### src/design/tmr_pkg.sv
// ----------------------------------------------------------------------------
// tmr_pkg
// shared types, command and register codes, and the clock-select reload table
// for the divider and reload timer
// ----------------------------------------------------------------------------
`default_nettype none

package tmr_pkg;

	localparam int unsigned CMD_W   = 2;
	localparam int unsigned SEL_W   = 2;
	localparam int unsigned BYTE_W  = 8;
	localparam int unsigned CD_W    = 11;   // countdown holds 0..1024 between items
	localparam int unsigned DIFF_W  = 12;   // countdown minus cycles, signed

	// command codes
	localparam logic [CMD_W-1:0] CMD_TICK  = 2'd0;
	localparam logic [CMD_W-1:0] CMD_WRITE = 2'd1;
	localparam logic [CMD_W-1:0] CMD_READ  = 2'd2;

	// register select codes
	localparam logic [SEL_W-1:0] REG_DIV  = 2'd0;
	localparam logic [SEL_W-1:0] REG_CNT  = 2'd1;
	localparam logic [SEL_W-1:0] REG_MOD  = 2'd2;
	localparam logic [SEL_W-1:0] REG_CTRL = 2'd3;

	// clock-select codes
	localparam logic [SEL_W-1:0] CLK_SEL_1024 = 2'd0;
	localparam logic [SEL_W-1:0] CLK_SEL_16   = 2'd1;
	localparam logic [SEL_W-1:0] CLK_SEL_64   = 2'd2;
	localparam logic [SEL_W-1:0] CLK_SEL_256  = 2'd3;

	localparam int unsigned       ENABLE_BIT = 2;        // control enable (0x04)
	localparam logic [BYTE_W:0]   DIV_LIMIT  = 9'd255;   // divider accumulator wrap
	localparam logic [BYTE_W-1:0] CNT_MAX    = 8'd255;
	localparam logic [CD_W-1:0]   CD_MAX     = 11'd1024;

	typedef struct packed {
		logic [CMD_W-1:0]  command;
		logic [SEL_W-1:0]  reg_select;
		logic [BYTE_W-1:0] write_data;
		logic [BYTE_W-1:0] tick_cycles;
	} tmr_item_t;

	typedef struct packed {
		logic [BYTE_W-1:0] read_data;
		logic              timer_irq;
	} tmr_result_t;

	function automatic logic [CD_W-1:0] reload_value(input logic [SEL_W-1:0] sel);
		logic [CD_W-1:0] v;
		case (sel)
			CLK_SEL_1024: v = 11'd1024;
			CLK_SEL_16:   v = 11'd16;
			CLK_SEL_64:   v = 11'd64;
			CLK_SEL_256:  v = 11'd256;
			default:      v = 11'd1024;
		endcase
		return v;
	endfunction

endpackage

`default_nettype wire

### src/design/tmr_core.sv
// ----------------------------------------------------------------------------
// tmr_core
// timer register file and the single-pass update logic for one request
// ----------------------------------------------------------------------------
`default_nettype none

module tmr_core (
	input  wire                  clk,
	input  wire                  arst_n,
	input  wire                  advance,   // request in the input stage is consumed
	input  tmr_pkg::tmr_item_t   item,
	output tmr_pkg::tmr_result_t result
);

	logic [tmr_pkg::BYTE_W-1:0] acc_q, acc_n;
	logic [tmr_pkg::BYTE_W-1:0] div_q, div_n;
	logic [tmr_pkg::CD_W-1:0]   cd_q, cd_n;
	logic [tmr_pkg::BYTE_W-1:0] cnt_q, cnt_n;
	logic [tmr_pkg::BYTE_W-1:0] mod_q, mod_n;
	logic [tmr_pkg::BYTE_W-1:0] ctrl_q, ctrl_n;

	logic [tmr_pkg::BYTE_W:0]          acc_sum;
	logic signed [tmr_pkg::DIFF_W-1:0] cd_diff;

	assign acc_sum = {1'b0, acc_q} + {1'b0, item.tick_cycles};
	assign cd_diff = $signed({1'b0, cd_q}) - $signed({4'b0000, item.tick_cycles});

	always_comb begin
		acc_n  = acc_q;
		div_n  = div_q;
		cd_n   = cd_q;
		cnt_n  = cnt_q;
		mod_n  = mod_q;
		ctrl_n = ctrl_q;
		result = '0;
		case (item.command)
			tmr_pkg::CMD_TICK: begin
				if (acc_sum >= tmr_pkg::DIV_LIMIT) begin
					acc_n = '0;
					div_n = div_q + 8'd1;
				end else begin
					acc_n = acc_sum[tmr_pkg::BYTE_W-1:0];
				end
				if (ctrl_q[tmr_pkg::ENABLE_BIT]) begin
					if (cd_diff <= 0) begin
						cd_n = tmr_pkg::reload_value(ctrl_q[tmr_pkg::SEL_W-1:0]);
						if (cnt_q == tmr_pkg::CNT_MAX) begin
							cnt_n = mod_q;
							result.timer_irq = 1'b1;
						end else begin
							cnt_n = cnt_q + 8'd1;
						end
					end else begin
						cd_n = cd_diff[tmr_pkg::CD_W-1:0];
					end
				end
			end
			tmr_pkg::CMD_WRITE: begin
				case (item.reg_select)
					tmr_pkg::REG_DIV: div_n = '0;
					tmr_pkg::REG_CNT: cnt_n = item.write_data;
					tmr_pkg::REG_MOD: mod_n = item.write_data;
					tmr_pkg::REG_CTRL: begin
						ctrl_n = item.write_data;
						// new clock select restarts the countdown
						if (item.write_data[tmr_pkg::SEL_W-1:0] != ctrl_q[tmr_pkg::SEL_W-1:0])
							cd_n = tmr_pkg::reload_value(item.write_data[tmr_pkg::SEL_W-1:0]);
					end
					default: ;
				endcase
			end
			tmr_pkg::CMD_READ: begin
				case (item.reg_select)
					tmr_pkg::REG_DIV:  result.read_data = div_q;
					tmr_pkg::REG_CNT:  result.read_data = cnt_q;
					tmr_pkg::REG_MOD:  result.read_data = mod_q;
					tmr_pkg::REG_CTRL: result.read_data = ctrl_q;
					default:           result.read_data = '0;
				endcase
			end
			default: ;
		endcase
	end

	always_ff @(posedge clk or negedge arst_n) begin
		if (!arst_n) begin
			acc_q  <= '0;
			div_q  <= '0;
			cd_q   <= '0;
			cnt_q  <= '0;
			mod_q  <= '0;
			ctrl_q <= '0;
		end else if (advance) begin
			acc_q  <= acc_n;
			div_q  <= div_n;
			cd_q   <= cd_n;
			cnt_q  <= cnt_n;
			mod_q  <= mod_n;
			ctrl_q <= ctrl_n;
		end
	end

`ifndef NO_ASSERTIONS
	a_acc_range: assert property (@(posedge clk) disable iff (!arst_n)
		{1'b0, acc_q} < tmr_pkg::DIV_LIMIT)
		else $error("divider accumulator out of range");
	a_cd_range: assert property (@(posedge clk) disable iff (!arst_n)
		cd_q <= tmr_pkg::CD_MAX)
		else $error("countdown out of range");
	a_hold: assert property (@(posedge clk) disable iff (!arst_n)
		!advance |=> $stable({acc_q, div_q, cd_q, cnt_q, mod_q, ctrl_q}))
		else $error("timer state changed without a request");
	a_irq_reload: assert property (@(posedge clk) disable iff (!arst_n)
		advance && result.timer_irq |=> cnt_q == $past(mod_q))
		else $error("counter not reloaded from modulo on overflow");
	a_irq_only_tick: assert property (@(posedge clk) disable iff (!arst_n)
		result.timer_irq |-> item.command == tmr_pkg::CMD_TICK && result.read_data == '0)
		else $error("interrupt outside a tick");
`endif

endmodule

`default_nettype wire

### src/design/divider_and_reload_timer.sv
// ----------------------------------------------------------------------------
// divider_and_reload_timer
// divider, counter, modulo and control registers driven by a request stream
// ----------------------------------------------------------------------------
// Each request (a tick, a register write or a register read) gives exactly one
// response, in order. A request is registered on entry, handled by one pass of
// update logic against the timer registers and lands in the response register;
// one request is taken every clock while the response side keeps up. The
// response register decouples the two sides: a new request is taken whenever
// the input stage is empty or the response register is empty or being drained.
// Register reads return the stored byte; ticks and writes return zero data,
// and the response flag marks a counter overflow on a tick.
`default_nettype none

module divider_and_reload_timer (
	input  wire         clk,
	input  wire         arst_n,
	input  wire         s_axis_tvalid,
	output logic        s_axis_tready,
	input  wire  [15:0] s_axis_tdata,   // [7:0] write_data, [15:8] tick_cycles
	input  wire  [3:0]  s_axis_tuser,   // [1:0] command, [3:2] reg_select
	output logic        m_axis_tvalid,
	input  wire         m_axis_tready,
	output logic [15:0] m_axis_tdata    // [7:0] read_data, [8] timer_irq, rest zero
);

	logic                 valid_s1;
	tmr_pkg::tmr_item_t   item_s1;
	logic                 valid_s2;
	tmr_pkg::tmr_result_t result_s2;
	tmr_pkg::tmr_result_t result;
	logic                 out_free;
	logic                 advance;

	assign out_free      = !valid_s2 || m_axis_tready;
	assign advance       = valid_s1 && out_free;
	assign s_axis_tready = !valid_s1 || out_free;

	always_ff @(posedge clk or negedge arst_n) begin
		if (!arst_n) begin
			valid_s1 <= 1'b0;
			valid_s2 <= 1'b0;
		end else begin
			if (s_axis_tready)
				valid_s1 <= s_axis_tvalid;
			if (out_free)
				valid_s2 <= valid_s1;
		end
	end

	always_ff @(posedge clk) begin
		if (s_axis_tready && s_axis_tvalid) begin
			item_s1.command     <= s_axis_tuser[1:0];
			item_s1.reg_select  <= s_axis_tuser[3:2];
			item_s1.write_data  <= s_axis_tdata[7:0];
			item_s1.tick_cycles <= s_axis_tdata[15:8];
		end
		if (advance)
			result_s2 <= result;
	end

	tmr_core u_core (
		.clk    (clk),
		.arst_n (arst_n),
		.advance(advance),
		.item   (item_s1),
		.result (result)
	);

	assign m_axis_tvalid = valid_s2;
	assign m_axis_tdata  = {7'b0000000, result_s2.timer_irq, result_s2.read_data};

endmodule

`default_nettype wire
### config.mk
export PLATFORM = sky130hd
export DESIGN_NAME = divider_and_reload_timer
export DESIGN_NICKNAME = d
export VERILOG_FILES = /design/src/design/tmr_pkg.sv /design/src/design/tmr_core.sv /design/src/design/divider_and_reload_timer.sv
export SDC_FILE = /design/constraint.sdc
export NUM_CORES = 1
export LEC_CHECK = 0
export BUFFER_PORTS_ARGS = -buffer_cell sky130_fd_sc_hd__buf_2
export CELL_PAD_IN_SITES_DETAIL_PLACEMENT = 1
export CELL_PAD_IN_SITES_GLOBAL_PLACEMENT = 1
export CORE_ASPECT_RATIO = 1.1
export CORE_MARGIN = 2
export CORE_UTILIZATION = 33
export CTS_BUF_LIST = sky130_fd_sc_hd__clkbuf_8
export CTS_CLUSTER_SIZE = 25
export DETAILED_ROUTE_END_ITERATION = 12
export HOLD_SLACK_MARGIN = 0.03
export PLACE_DENSITY = 0.61
export REMOVE_ABC_BUFFERS = 1
export SLEW_MARGIN = 30
export SYNTH_ARGS = -nofsm -noshare
export SYNTH_HDL_FRONTEND = slang
export SYNTH_SLANG_ARGS = --single-unit
### constraint.sdc
create_clock -name clk -period 5.7 [get_ports clk]
set_input_delay 1.71 -clock clk [delete_from_list [all_inputs] [get_ports clk]]
set_output_delay 1.71 -clock clk [all_outputs]
set_load 0.05 [all_outputs]
Word level (Yosys, flattened, before mapping)
Index checks and enable logic that the tools add are counted.
W data, S select, Z words.
Storage, ports and cells
  word-level logic and storage cells: 76
  flip-flop bits (word level): 82
  output and inout bits: 18
  bits of input ports: 24
Operators by class
  reduce and logical (&&, ||, !) cells: 18
  muxes and demuxes: 18
  equal/unequal tests: 20
  $lt $le $gt $ge: 2
  $add $sub $neg: 4
Operator list (number)
  $pmux W11 S4: 2
  $mux W8: 7
  $mux W11: 4
  $pmux W8 S2: 2
  $pmux W8 S4: 1
  $pmux W11 S2: 1
  $add A8 B1 Y8 const B: 2
  $eq A2 B2 Y1 const B: 7
  $ne A2 B1 Y1 const B: 7
  $le A12 B1 Y1 const B: 1
  $sub A11 B8 Y12: 1
  $reduce_and A5 Y1: 2
  $add A8 B8 Y9: 1
  $ge A9 B8 Y1 const B: 1
  $reduce_and A3 Y1: 3
  $eq A2 B1 Y1 const B: 4
  $eq A8 B8 Y1 const B: 1
  $logic_not A2 Y1: 4
  $reduce_and A4 Y1: 1
  $logic_and A1 B1 Y1: 2
  $logic_not A1 Y1: 2
  $logic_or A1 B1 Y1: 2
  $ne A2 B2 Y1: 1
  $reduce_and A2 Y1: 1
  other kinds (2): 2

Longest topological paths before layout
  word-level depth: 5
  gate-level depth with buffers: 12
  depth with buffers taken out: 11

Cells and area by module
Synthesis repeated with hierarchy kept, for this count alone.
Second synthesis, totals
  cells, all modules: 454
  area, all modules: 4805.9 sq um
Modules (own cells, without submodules)
  tmr_core: area an instance 3774.9 sq um, cells an instance 409, times used 1, sequential area each 1276.2 sq um
  divider_and_reload_timer: area an instance 1031.0 sq um, cells an instance 45, times used 1, sequential area each 920.9 sq um

Least setup slack after synthesis
OpenSTA, ideal clock, no wires.
  kind: input -> output
  start point: input m_axis_tready
  end point: output s_axis_tready
  data arrival time: 2.193 ns
  setup slack: 1.797 ns
  data required time: 3.990 ns
  cell stages on the path: 1
  path buffers: 0
  cell sequence: nand3b_1
On the way
  longest elaborated chain between the ends: 2
Ends and longest elaborated chain
  from (decl): RTL line divider_and_reload_timer.sv:23  | input wire m_axis_tready,
  $logic_or A1 B1 Y1: RTL line divider_and_reload_timer.sv:35  | assign out_free = !valid_s2 || m_axis_tready;
  $logic_or A1 B1 Y1: RTL line divider_and_reload_timer.sv:37  | assign s_axis_tready = !valid_s1 || out_free;
  to (decl): RTL line divider_and_reload_timer.sv:19  | output logic s_axis_tready,
Every way passes these cells.

Final worst setup path
Ends and elaborated chain as after synthesis.

==> impl_metrics.ini <==
[setup_path]
critPathCaptureType = primary output
cp_num_buf_inv = 2
slowest_stage = buf_2
path_delay_family = buffers and inverters
cp.required_ns = 3.99
r2r-start = item_s1[0]
max_stage_delay_ns = 0.23
path_class = input port to primary output
cp.arrival_ns = 2.22
start_kind = input port
crit_path_max_fanout = 3
crit_top_cell = buf_2
crit_chain = buf_2 -> nand3b_1 -> buf_2
setup.worst_path.start = m_axis_tready

[global_route]
antenna_found_initial = 0
gr-total-overflow = 0
grt_max_degree = 54
grt_pass1_wl_mm = 19.0
grt_usage_pct = 16.6
grt_pass1_vias = 3646

[clock_tree]
clk_transition_reported_paths_ns = 0.09
hold_buffers = 0
cts_made_buffers = 9
worstSkewPairLatency_ns = 0.37
cts-root-buf = clkbuf_8
cts_setup_buffers = 0
cts_max_level = 3
cts_tree = yes
clockBufferDepth = 2
cts_resized = 0
clock-sinks = 82

[synthesis]
yosysTopAreaCellShare_pct = 28.6
synthCells = 435
yosys.cell_count.top_type = dfrtp_1
async_flop_share_pct = 64.6
ys_ff_latch = 82
ys_warn_count = 0
synth_edf_count = 29
synth-main-ff-cell = dfrtp_1
synth_top_cells_by_area = dfrtp_1 29%, edfxtp_1 19%, mux2_2 5.3%, ha_1 4.9%, o21ai_0 4.1%
synth_area_leader_cell = dfrtp_1
synth.distinct_cells = 54
synth_seq_area_share_pct = 47.3
ys_top_cells_by_count = 53 x dfrtp_1, 41 x nand2_1, 38 x o21ai_0, 29 x edfxtp_1, 23 x nor2_1
synth_area_per_cell_sq_um = 10.7
synth_area_sq_um = 4640

[finish]
num-fill-cells = 1541
layout-drive-gt1-share_pct = 19.2
nNetsFinal = 513
fin_area_sq_um = 5170
syn_to_final_growth_pct = 11.4
final_cells = 662
n_antenna_cell = 0

[route]
dr.first_iter.drc_count = 151
avgRoutedWirePerCell_um = 17.4
drc = 0
drtAntennaViolNets = 0
routed_wl_mm = 11.5
first_pass_iters = 4
via_count = 3410
viasPerCell = 5.15

[sta]
hold_viol = 0
final-setup-viol-count = 0
max_freq_ghz = 0.254
timing.hold.ws_ns = 0.499
rsz0062_at_grt = false
final_max_slew_viol_count = 0
worst_slew_pin_slew_ns = 0.905
fin_crit_sh_pct = 69.0
setup_tns_ns = 0
timing.slew.headroom_pct = 39.0
finalCriticalPeriod_ns = 3.93
clock_skew_ns = 0.0159

[floorplan]
die_area_sq_um = 15000
num_io_pins = 42
die_x_um = 117
rows = 45
core_area_sq_um = 13800
initial_core_util_pct = 33.7
die_h_um = 128

[worst_hold_path]
hp-class = flip-flop to flip-flop
hp-start = u_core.acc_q[5]

[placed_design]
place_area_sq_um = 4990
hpwlAfterDp_mm = 8.36
placed_cells = 646
port_buffers = 34
place_congestion = 0.822

[power_and_ir_drop]
p_leak_nw = 2.16
power_density_nw_per_um2 = 434
ir_drop_mv = 0.177

[run]
max-cap-violations = 0

[outcome]
status = finished clean
## layer usage
layer	vias to the layer above	track usage [%]	share of wire [%]
met5	-	0	0
met4	0	6.16	1.9
met3	13	2.26	2.3
met2	47	26.9	48
met1	1705	22.6	48
li1	1645	-	-
## logic make-up after synthesis
kind of cell / after synthesis / synth area share, %
adders and majority gates: 20 / 5.71
and+or+nand+nor: 144 / 16.0
xor gates and xnor gates: 15 / 2.83
muxes: 36 / 10.5
DFF: 82 / 47.3
buffers and inverters: 38 / 3.99
AOI/OAI and AO/OA: 99 / 13.6
other: 1 / 0.0808
## final timing paths
path / endpoint / slack, ns / cells past startpoint
worst max register to register: u_core.cnt_q[4] / 2.12 / 11
worst min-delay path: u_core.acc_q[5] / 0.50 / 2
worst max-delay path: s_axis_tready / 1.77 / 3
min in group asynchronous: u_core.acc_q[5] / 1.47 / 2
worst min register to register: u_core.acc_q[5] / 0.50 / 2
max in group asynchronous: u_core.mod_q[4] / 3.70 / 2
## through the flow
step	setup WS, ns	power, W	util, %
finish	1.77	0.00224	37.5
global route	1.74	0.00242	37.5
CTS	1.76	0.00226	37.5
detailed placement	1.76	0.00185	36.2
global placement	1.79	0.00181	36.1
floorplan	1.80	0.00159	-
## worst min-delay path: stages (launching register included)
cell	delay, ns
dfrtp_1	0.36
nand2_1	0.05
o31ai_1	0.06
## layout make-up
cell class	count	area (sq um)	share of cell area, %
Multi-Input combinational cell	321	2290	44.3
Sequential cell	82	2200	42.5
Tap cell	188	235	4.55
Timing Repair Buffer	38	200	3.87
Clock buffer	9	124	2.40
Inverter	17	63.8	1.23
Clock inverter	7	58.8	1.14
## power breakdown
part           leakage, nW  total [W]  internal, W  switching [W]
combinational         1.12   0.000927     0.000417       0.000511
sequential           0.952   0.000905     0.000759       0.000146
clock               0.0925   0.000413     0.000166       0.000246
total                 2.16    0.00224      0.00134       0.000903
## placed cells by master, fill, tap and decap left out, types with 5 or more instances in the layout
cell,n
and3_1,9
xor2_1,5
nand2_1,41
ha_1,18
mux2_2,22
mux2i_1,6
edfxtp_1,29
o31ai_1,7
nand3_1,11
a31oi_1,5
dfrtp_1,53
buf_2,34
clkbuf_8,9
inv_1,17
conb_1,7
xnor2_1,10
nor3_1,7
mux4_2,8
nand3b_1,6
o21ai_0,38
nand2b_1,11
nor2b_1,14
nor2_1,23
a21oi_1,21
## sequential cells by signal (all words and copies together) (netlist names)
name	flops
m_axis_tdata	9
u_core.cd_q	11
u_core.acc_q	8
u_core.cnt_q	8
u_core.mod_q	8
m_axis_tvalid	1
u_core.div_q	8
item_s1	20
u_core.ctrl_q	8
valid_s1	1
Power figures use the tool's default switching activity.
